===== config.mk =====
export PLATFORM = sky130hd
export DESIGN_NAME = double_ended_queue
export DESIGN_NICKNAME = d
export VERILOG_FILES = /design/src/design/dq_pkg.sv /design/src/design/dq_cell.sv /design/src/design/double_ended_queue.sv
export SDC_FILE = /design/constraint.sdc
export NUM_CORES = 1
export LEC_CHECK = 0
export ABC_CLOCK_PERIOD_IN_PS = 7350
export BUFFER_PORTS_ARGS = -buffer_cell sky130_fd_sc_hd__buf_2
export CAP_MARGIN = 30
export CORE_MARGIN = 2
export CORE_UTILIZATION = 40
export CTS_BUF_LIST = sky130_fd_sc_hd__clkbuf_8
export DETAILED_ROUTE_END_ITERATION = 12
export HOLD_SLACK_MARGIN = 0.15
export PLACE_DENSITY_LB_ADDON = 0.08
export SLEW_MARGIN = 20
export SYNTH_ARGS = -nofsm -noshare
export SYNTH_HDL_FRONTEND = slang
export SYNTH_SLANG_ARGS = --single-unit

===== constraint.sdc =====
create_clock -name clk -period 7.35 [get_ports clk]
set_input_delay 1.47 -clock clk [delete_from_list [all_inputs] [get_ports clk]]
set_output_delay 1.47 -clock clk [all_outputs]
set_load 0.1 [all_outputs]

===== src/design/dq_pkg.sv =====
// ----------------------------------------------------------------------------
// dq_pkg: shared types and codes for the double-ended queue
// Operation and status codes, word type and per-cell control bundle.
// ----------------------------------------------------------------------------
`default_nettype none

package dq_pkg;

    localparam int WORD_W   = 32;
    localparam int KIND_W   = 2;
    localparam int STATUS_W = 2;
    localparam int COUNT_W  = 5;

    typedef logic signed [WORD_W-1:0] word_t;
    typedef logic [KIND_W-1:0]        kind_t;
    typedef logic [STATUS_W-1:0]      status_t;

    // operation codes
    localparam kind_t KIND_PUSH_FRONT = 2'd0;
    localparam kind_t KIND_PUSH_REAR  = 2'd1;
    localparam kind_t KIND_POP_FRONT  = 2'd2;
    localparam kind_t KIND_POP_REAR   = 2'd3;

    // status codes
    localparam status_t ST_DONE  = 2'd0;
    localparam status_t ST_UNDER = 2'd1;
    localparam status_t ST_OVER  = 2'd2;

    // operation broadcast to every cell of the chain (at most one bit set)
    typedef struct packed {
        logic push_front;
        logic push_rear;
        logic pop_front;
        logic pop_rear;
    } ctrl_t;

endpackage

`default_nettype wire


===== src/design/dq_cell.sv =====
// ----------------------------------------------------------------------------
// dq_cell: one storage cell of the queue chain
// Holds one word and its valid bit; shifts toward either neighbor on a
// front push or pop, fills or drains itself when it sits at the rear end.
// ----------------------------------------------------------------------------
`default_nettype none

module dq_cell (
    input  wire logic          clk,
    input  wire logic          rst_n,
    input  wire dq_pkg::ctrl_t ctrl,
    input  wire dq_pkg::word_t value,
    input  wire dq_pkg::word_t left_data,
    input  wire logic          left_valid,
    input  wire dq_pkg::word_t right_data,
    input  wire logic          right_valid,
    output dq_pkg::word_t      data,
    output logic               valid,
    output dq_pkg::word_t      rear_tap
);

    dq_pkg::word_t data_reg;
    dq_pkg::word_t data_next;
    logic          valid_reg;
    logic          valid_next;

    // next-state per operation
    always_comb
    begin
        data_next  = data_reg;
        valid_next = valid_reg;
        if (ctrl.push_front)
        begin
            data_next  = left_data;
            valid_next = left_valid;
        end
        else if (ctrl.pop_front)
        begin
            data_next  = right_data;
            valid_next = right_valid;
        end
        else if (ctrl.push_rear)
        begin
            // first empty cell behind the rear takes the word
            if (!valid_reg && left_valid)
            begin
                data_next  = value;
                valid_next = 1'b1;
            end
        end
        else if (ctrl.pop_rear)
        begin
            if (valid_reg && !right_valid)
            begin
                valid_next = 1'b0;
            end
        end
    end

    // valid bit
    always_ff @(posedge clk or negedge rst_n)
    begin
        if (!rst_n)
        begin
            valid_reg <= 1'b0;
        end
        else
        begin
            valid_reg <= valid_next;
        end
    end

    // payload, no reset
    always_ff @(posedge clk)
    begin
        data_reg <= data_next;
    end

    assign data     = data_reg;
    assign valid    = valid_reg;
    // only the rear cell contributes its word
    assign rear_tap = (valid_reg && !right_valid) ? data_reg : '0;

endmodule

`default_nettype wire


===== src/design/double_ended_queue.sv =====
// ----------------------------------------------------------------------------
// double_ended_queue: bounded deque of signed 32-bit words
// Chain of DEPTH cells with the front word always in cell 0.
// ----------------------------------------------------------------------------
// Each transaction on the input carries one operation (push front, push
// rear, pop front, pop rear) and yields one result transaction with the
// status and the front word, rear word, count and empty flag after the
// operation. The words live in a row of cells: a front push or pop shifts
// the whole row by one place in the accept cycle, a rear push or pop
// touches only the cell at the rear end. The result is formed from the
// cells in the cycle after accept, while eval_reg is set, and is then
// registered into the outputs as out_valid rises. The input is held off
// during that evaluation cycle, so no new transaction is taken while the
// previous one is evaluated; a new one is accepted once the previous
// result has been taken or is being taken. Empty queue reads 0 at both ends.
// ----------------------------------------------------------------------------
`default_nettype none

module double_ended_queue #(
    parameter int DEPTH = 16
) (
    input  wire logic                            clk,
    input  wire logic                            rst_n,
    input  wire logic                            in_valid,
    output logic                                 in_ready,
    input  wire logic [dq_pkg::KIND_W-1:0]       kind,
    input  wire logic signed [dq_pkg::WORD_W-1:0] value,
    output logic                                 out_valid,
    input  wire logic                            out_ready,
    output logic [dq_pkg::STATUS_W-1:0]          status,
    output logic signed [dq_pkg::WORD_W-1:0]     front_word,
    output logic signed [dq_pkg::WORD_W-1:0]     rear_word,
    output logic [dq_pkg::COUNT_W-1:0]           count,
    output logic                                 empty_res
);

    localparam int CNT_W = $clog2(DEPTH + 1);

    logic                   accept;
    logic                   full;
    logic                   is_empty;
    dq_pkg::ctrl_t          ctrl;
    dq_pkg::status_t        status_next;
    logic [CNT_W-1:0]       fill_reg;
    logic [CNT_W-1:0]       fill_next;
    logic                   eval_reg;
    dq_pkg::status_t        pend_status_reg;
    logic                   out_valid_reg;
    logic                   out_valid_next;
    dq_pkg::status_t        status_reg;
    dq_pkg::word_t          front_reg;
    dq_pkg::word_t          rear_reg;
    logic [CNT_W-1:0]       fill_out_reg;
    logic [CNT_W+dq_pkg::COUNT_W-1:0] fill_wide;

    dq_pkg::word_t          cell_data  [DEPTH];
    logic [DEPTH-1:0]       cell_valid;
    dq_pkg::word_t          cell_tap   [DEPTH];
    dq_pkg::word_t          rear_acc;
    dq_pkg::word_t          front_sel;

    // handshake
    assign in_ready = !eval_reg && (!out_valid_reg || out_ready);
    assign accept   = in_valid && in_ready;
    assign full     = (fill_reg == CNT_W'(DEPTH));
    assign is_empty = (fill_reg == '0);

    // operation decode
    always_comb
    begin
        ctrl        = '0;
        status_next = dq_pkg::ST_DONE;
        fill_next   = fill_reg;
        unique case (kind) inside
            dq_pkg::KIND_PUSH_FRONT, dq_pkg::KIND_PUSH_REAR:
            begin
                if (full)
                begin
                    status_next = dq_pkg::ST_OVER;
                end
                else
                begin
                    ctrl.push_front = accept && (kind == dq_pkg::KIND_PUSH_FRONT);
                    ctrl.push_rear  = accept && (kind == dq_pkg::KIND_PUSH_REAR);
                    fill_next       = fill_reg + 1'b1;
                end
            end
            dq_pkg::KIND_POP_FRONT, dq_pkg::KIND_POP_REAR:
            begin
                if (is_empty)
                begin
                    status_next = dq_pkg::ST_UNDER;
                end
                else
                begin
                    ctrl.pop_front = accept && (kind == dq_pkg::KIND_POP_FRONT);
                    ctrl.pop_rear  = accept && (kind == dq_pkg::KIND_POP_REAR);
                    fill_next      = fill_reg - 1'b1;
                end
            end
            default:
            begin
                status_next = dq_pkg::ST_DONE;
            end
        endcase
    end

    // cell chain; cell 0 sees an always-valid left boundary carrying the pushed word
    for (genvar i = 0; i < DEPTH; i++)
    begin : g_cell
        dq_pkg::word_t l_data;
        logic          l_valid;
        dq_pkg::word_t r_data;
        logic          r_valid;

        if (i == 0)
        begin : g_first
            assign l_data  = value;
            assign l_valid = 1'b1;
        end
        else
        begin : g_mid_l
            assign l_data  = cell_data[i-1];
            assign l_valid = cell_valid[i-1];
        end

        if (i == DEPTH - 1)
        begin : g_last
            assign r_data  = '0;
            assign r_valid = 1'b0;
        end
        else
        begin : g_mid_r
            assign r_data  = cell_data[i+1];
            assign r_valid = cell_valid[i+1];
        end

        dq_cell u_cell (
            .clk         (clk),
            .rst_n       (rst_n),
            .ctrl        (ctrl),
            .value       (value),
            .left_data   (l_data),
            .left_valid  (l_valid),
            .right_data  (r_data),
            .right_valid (r_valid),
            .data        (cell_data[i]),
            .valid       (cell_valid[i]),
            .rear_tap    (cell_tap[i])
        );
    end

    // end words: front sits in cell 0, rear is the OR of the taps, where only the rear cell's can be nonzero
    always_comb
    begin
        rear_acc = '0;
        for (int i = 0; i < DEPTH; i++)
        begin
            rear_acc = rear_acc | cell_tap[i];
        end
    end

    assign front_sel = cell_valid[0] ? cell_data[0] : '0;

    // control registers
    always_comb
    begin
        out_valid_next = out_valid_reg;
        if (out_valid_reg && out_ready)
        begin
            out_valid_next = 1'b0;
        end
        if (eval_reg)
        begin
            out_valid_next = 1'b1;
        end
    end

    always_ff @(posedge clk or negedge rst_n)
    begin
        if (!rst_n)
        begin
            fill_reg      <= '0;
            eval_reg      <= 1'b0;
            out_valid_reg <= 1'b0;
        end
        else
        begin
            if (accept)
            begin
                fill_reg <= fill_next;
            end
            eval_reg      <= accept;
            out_valid_reg <= out_valid_next;
        end
    end

    // result payload
    always_ff @(posedge clk)
    begin
        if (accept)
        begin
            pend_status_reg <= status_next;
        end
        if (eval_reg)
        begin
            status_reg   <= pend_status_reg;
            front_reg    <= front_sel;
            rear_reg     <= rear_acc;
            fill_out_reg <= fill_reg;
        end
    end

    assign fill_wide  = {{dq_pkg::COUNT_W{1'b0}}, fill_out_reg};
    assign out_valid  = out_valid_reg;
    assign status     = status_reg;
    assign front_word = front_reg;
    assign rear_word  = rear_reg;
    assign count      = fill_wide[dq_pkg::COUNT_W-1:0];
    assign empty_res  = (fill_out_reg == '0);

    // checks
    a_fill_matches_cells: assert property (@(posedge clk) disable iff (!rst_n)
        $countones(cell_valid) == 32'(fill_reg))
        else $error("fill count differs from number of valid cells");

    a_cells_contiguous: assert property (@(posedge clk) disable iff (!rst_n)
        ((cell_valid >> 1) & ~cell_valid) == '0)
        else $error("valid cells not packed from the front");

    a_eval_loads_result: assert property (@(posedge clk) disable iff (!rst_n)
        eval_reg |=> out_valid_reg)
        else $error("result not presented after evaluation");

    a_overflow_only_full: assert property (@(posedge clk) disable iff (!rst_n)
        (out_valid_reg && status_reg == dq_pkg::ST_OVER) |-> fill_out_reg == CNT_W'(DEPTH))
        else $error("overflow reported on a queue that is not full");

    a_no_accept_while_eval: assert property (@(posedge clk) disable iff (!rst_n)
        eval_reg |-> !in_ready)
        else $error("input taken during evaluation");

endmodule

`default_nettype wire


# --- Word-level counts from Yosys, hierarchy flattened ---
# Index checks and enable logic that the tools add are counted.
classes:
  bitwise_logic: 15
  add_sub_neg: 2
  reduce_logical: 112
  n_eq_ne: 22
  muxes: 186
op_table:
  columns: ["cell", "n"]
  rows:
  - ["2-to-1 mux 32 bit", 80]
  - ["OR 32 bit", 15]
  - ["2-to-1 mux 1 bit", 97]
  - ["nonzero test 4 bit", 16]
  - ["!= test 4 x 2 -> 1 bit (second input constant)", 15]
  - ["nonzero test 3 bit", 16]
  - ["AND reduction 3 bit", 14]
  - ["AND reduction 2 bit", 18]
  - ["logical AND 1 bit", 22]
  - ["logical NOT 1 bit", 17]
  - ["logical NOT 5 bit", 2]
  - ["2-to-1 mux 2 bit", 5]
  - ["2-to-1 mux 5 bit", 2]
  - ["case mux 5 bit (2 select lines)", 1]
  - ["adder 5 x 1 -> 5 bit (second input constant)", 1]
  - ["equality test 5 bit (second input constant)", 1]
  - ["subtractor 5 x 1 -> 5 bit (second input constant)", 1]
  - ["equality test 2 bit (second input constant)", 2]
  - ["!= test 2 bit (second input constant)", 2]
  - ["case mux 2 bit (2 select lines)", 1]
  - ["AND reduction 4 bit", 1]
  - ["nonzero test 2 bit", 2]
  - ["OR reduction 2 bit", 2]
  - ["!= test 3 bit (second input constant)", 1]
  - ["other kinds (3)", 3]
totals:
  output_inout_bits: 74
  reg_bits: 608
  wordCells: 377
  inputBits: 38

# --- Longest topological paths before layout ---
logic_depth:
  word_depth: 18
  mapped_depth: 9
  mapped_depth_nobuf: 6

# --- Modules after synthesis ---
# Synthesis repeated with hierarchy kept, for this count alone.
unflattened:
  hier_cells: 3283
  area_unflattened_um2: 35657.9
modules_own_cells:
  columns: ["module", "instances", "cells_per_inst", "area_each_um2", "seq_area_each_um2"]
  rows:
  - ["dq_cell", 16, 185, 1984.4, 985.9]
  - ["double_ended_queue", 1, 323, 3907.5, 2367.3]

# --- Worst setup path after synthesis ---
# Ideal clock, no wire load.
synth_path:
  path_type: "input-to-reg"
  from: "in in_valid"
  to: "reg g_cell[0].u_cell.data_reg[0], enable pin"
  n_path_buf: 2
  required_time_ns: 6.918
  setup_time_ns: 0.432
  path_slack_ns: 2.535
  cell_stages: 7
  arrival_ns: 4.383
  cell_sequence: "nor2b_1 -> nand2_1 -> nor3_1 -> clkbuf_1 -> nor2_1 -> buf_2 -> a21oi_1"
synth_between:
  elab_chain_len: 6
  elab_cells_between_ends: 11
  cone_classes: "eq/ne: 1; mux: 4; reduce/logical: 6"
synth_rtl:
  columns: ["element", "line_no", "source"]
  rows:
  - ["start, declared", "double_ended_queue.sv:24", "input wire logic in_valid,"]
  - ["logical AND 1 bit *", "double_ended_queue.sv:64", "assign accept = in_valid && in_ready;"]
  - ["logical AND 1 bit, on equally long branches", "double_ended_queue.sv:96, double_ended_queue.sv:83, double_ended_queue.sv:84", null]
  - ["2-to-1 mux 2 bit, on equally long branches", "double_ended_queue.sv:90, double_ended_queue.sv:77", null]
  - ["2-to-1 mux 2 bit", "double_ended_queue.sv:74", "unique case (kind) inside"]
  - ["!= test 3 bit (no line) or nonzero test 3 bit (tied branches)", null, null]
  - ["AND reduction 2 bit (no line) *", null, null]
  - ["end signal, assigned", "dq_cell.sv:76", "data_reg <= data_next;"]
  - ["end, declared", "dq_cell.sv:22", "dq_pkg::word_t data_reg;"]
# Every way passes the cells marked *; elsewhere a longest branch is shown, timed or not.
# A chain may end at the register's enable or synchronous reset.

# --- Final worst setup path ---
layout_path:
  from: "in kind[1] in the netlist's numbering"
  to: "reg g_cell[3].u_cell.data_reg[31], data pin"
layout_between:
  elab_chain_len: 6
  elab_cells_between_ends: 14
  cone_classes: "eq/ne: 3; mux: 6; reduce/logical: 5"
layout_rtl:
  columns: ["element", "line_no", "source"]
  rows:
  - ["start, declared", "double_ended_queue.sv:26", "input wire logic [dq_pkg::KIND_W-1:0] kind,"]
  - ["equality test 2 bit", "double_ended_queue.sv:96", "ctrl.pop_front = accept && (kind == dq_pkg::KIND_POP_FRONT);"]
  - ["logical AND 1 bit", "double_ended_queue.sv:96", null]
  - ["2-to-1 mux 2 bit", "double_ended_queue.sv:90", "if (is_empty)"]
  - ["2-to-1 mux 2 bit", "double_ended_queue.sv:74", null]
  - ["2-to-1 mux 32 bit", "dq_cell.sv:37", "else if (ctrl.pop_front)"]
  - ["2-to-1 mux 32 bit *", "dq_cell.sv:32", "if (ctrl.push_front)"]
  - ["via g_cell[3].u_cell.data_next[31]", "dq_cell.sv:23", "dq_pkg::word_t data_next;"]
  - ["end signal, assigned", "dq_cell.sv:76", null]
  - ["end, declared", "dq_cell.sv:22", null]
# The timed path passes the listed nets; every way through them passes the cells marked *.

==> impl_metrics.yaml <==
route:
  drc: 0
  routedWlPerCell_um: 32.30
  first_iter_violations: 3142
  antenna_left: 0
  vias: 21200
  via_per_inst: 6.914
  firstDrtPassIters: 6
  wl_um: 99040
die:
  core_area_um2: 70270
  die_area_um2: 73420
  io_pins: 112
  die_h_um: 271.0
  initial_core_util_pct: 40.57
  die-width_um: 271.0
  row_count: 97
cts:
  cts-root-buf: "clkbuf_8"
  numCtsBuffers: 107
  cts_hold_buf: 0
  clock-sinks: 608
  clk_pin_slew_ps: 60
  h-tree-depth: 3
  cts_setup_buffers: 0
  cts_tree: "yes"
  clk_latency_ps: 710
  cts_resized: 0
  cts_max_path_buffers: 3
sta:
  drv_slew: 0
  setup_viol: 0
  fmax_mhz: 251.9
  hold_viol_final: 0
  tightest_slew_ps: 1035
  grt_setup_unrepaired: "no"
  hold_slack_ps: 423.1
  finClkSkew_ps: 36.96
  fin_setup_tns_ps: 0
  min_period_over_period_pct: 54.02
  period_needed_ps: 3970
  max-slew-margin-rel_pct: 31.01
setup_path:
  critPathTopFamily: "simple AND/OR/NAND/NOR gates"
  cp.required_ps: 7900
  path_buf_inv: 2
  rrSetupSlack_ps: 3410
  cpPeakStageDelay_ps: 880
  cp_max_fo: 21
  startpoint_type: "input port"
  setup.worst_path.end_class: "register"
  cpMaxStageDelayCell: "or3_1"
  worstPathCellList: "buf_2, a21o_1, or3_1, buf_4, and3_1, a221o_1"
  arrival_ps: 4520
  crit_type: "in -> reg"
placed_design:
  hpwl_um: 54530
  gp_congestion: 0.8098
  dpl-instance-area_um2: 29680
  port-buffer-count: 111
yosys:
  yosysUniqueCellTypes: 42
  ys_seq_area_share_pct: 63.64
  yosys_warnings: 0
  synth_nets: 2071
  syn-cell-area_um2: 28510
  synthArstFlopShare_pct: 3.783
  synth_edf_count: 585
  ys_seq_elements: 608
  synthCells: 2029
  postSynthAreaPerCell_um2: 14.05
  synth_ff_type: "edfxtp_1"
pwr:
  ir_drop_mv: 0.2590
  powerDensity_nw_per_um2: 366.7
  power_leakage_nw: 10.85
global_route:
  grt_pass1_wl_um: 142900
  grt_overflow_total: 0
  antenna_found_initial: 4
  grt_pass1_vias: 20410
  grt_use_total_pct: 26.19
  grt_max_degree: 175
cells_and_area:
  area_growth_pct: 11.01
  layout-drive-gt1-share_pct: 15.58
  nets: 2088
  largest_reg_flops: 512
  utilization_pct: 45.03
  final_cell_area_um2: 31650
min_path:
  hold_path_class: "reg -> reg"
job:
  maxCapViolCount: 0
outcome:
  status: "finished clean"
## worst register-to-register path, stage by stage (launching register included)
cell and delay (ps):
dfrtp_1 460, nor4_1 490, a21o_1 610, or3_1 880, buf_4 520, and3_1 610, a221o_1 250
## cell usage in the layout (no fill, tap or decap), drive strengths merged, types with 32 or more instances in the layout
| cell type | count |
|---|---|
| a21o | 35 |
| inv | 61 |
| a22o | 102 |
| nand2 | 161 |
| a221oi | 128 |
| edfxtp | 585 |
| and3 | 32 |
| buf | 166 |
| clkbuf | 110 |
| a221o | 448 |
| clkinv | 43 |
| nand4 | 33 |
## routing by layer
metal  vias up  track usage (%)  wire [um]
met5         -                0         20
met4         2            9.974       3559
met3       237            5.130       9477
met2      1341            40.50      45220
met1     10860            36.42      40760
li1       8763                -          -
## final timing paths
check	startpoint	cells past startpoint	endpoint
max in group asynchronous	rst_n	1	eval_reg$_DFF_PN0_
setup reg to reg	fill_reg[0]$_DFFE_PN0P_	6	g_cell[3].u_cell.data[31]$_DFFE_PP_
hold / removal	pend_status_reg[0]$_DFFE_PP_	0	status[0]$_DFFE_PP_
min in group asynchronous	rst_n	1	out_valid$_DFFE_PN0P_
setup / recovery	kind[1]	6	g_cell[3].u_cell.data[31]$_DFFE_PP_
hold reg to reg	pend_status_reg[0]$_DFFE_PP_	0	status[0]$_DFFE_PP_
## layout make-up
class                      count  area [um^2]
fill                        6322        38630
sequential                   608        18150
multi-input combinational   1135         9259
clock buffer                 110         1514
tap                          940         1176
timing repair buffer         166         1101
clock inverter                77        336.6
inverter                      28        105.1
antenna                        2        5.005
## cells by family after synthesis
family | share of synthesized area [%]
muxes | 0.03950
DFF | 63.64
AOI/OAI and AO/OA | 25.93
adders and majority gates | 0.2019
xor gates and xnor gates | 0.1844
and+or+nand+nor | 5.021
buffers and inverters | 4.982
## where the power goes
part	internal [W]	switching, W	total, W
sequential	0.00441	0.000442	0.00485
clock	0.00141	0.00144	0.00285
combinational	0.00110	0.00280	0.00390
total	0.00692	0.00469	0.0116
## through the flow
stage	power (W)	setup slack, ps	cells
3_3_place_gp	0.008698	2261	2871
4_1_cts	0.01159	3060	3060
6_report	0.01160	3380	3066
5_1_grt	0.01201	3318	3066
2_1_floorplan	0.007152	2535	2029
3_5_place_dp	0.008720	2288	2873
## cell usage after synthesis (all sizes together), types with 3 or more instances
| master | n | area (um^2) |
|---|---|---|
| xnor2 | 3 | 26.28 |
| a221o | 448 | 4484 |
| ha | 3 | 37.54 |
| clkbuf | 179 | 671.9 |
| a21o | 35 | 262.8 |
| xor2 | 3 | 26.28 |
| nand4 | 33 | 206.5 |
| a211oi | 11 | 82.58 |
| a21oi | 31 | 155.2 |
| nor2b | 8 | 50.05 |
| nand2 | 161 | 604.3 |
| o21ai | 30 | 161.4 |
| and2 | 31 | 193.9 |
| edfxtp | 585 | 17570 |
| o22ai | 25 | 156.4 |
| and3 | 32 | 200.2 |
| dfrtp | 23 | 575.6 |
| a22o | 102 | 893.4 |
| buf | 79 | 643.1 |
| inv | 27 | 101.4 |
| nor3 | 3 | 15.01 |
| nor2 | 30 | 112.6 |
| a221oi | 128 | 1121 |
No activity file was read; power rests on OpenSTA's default activity.
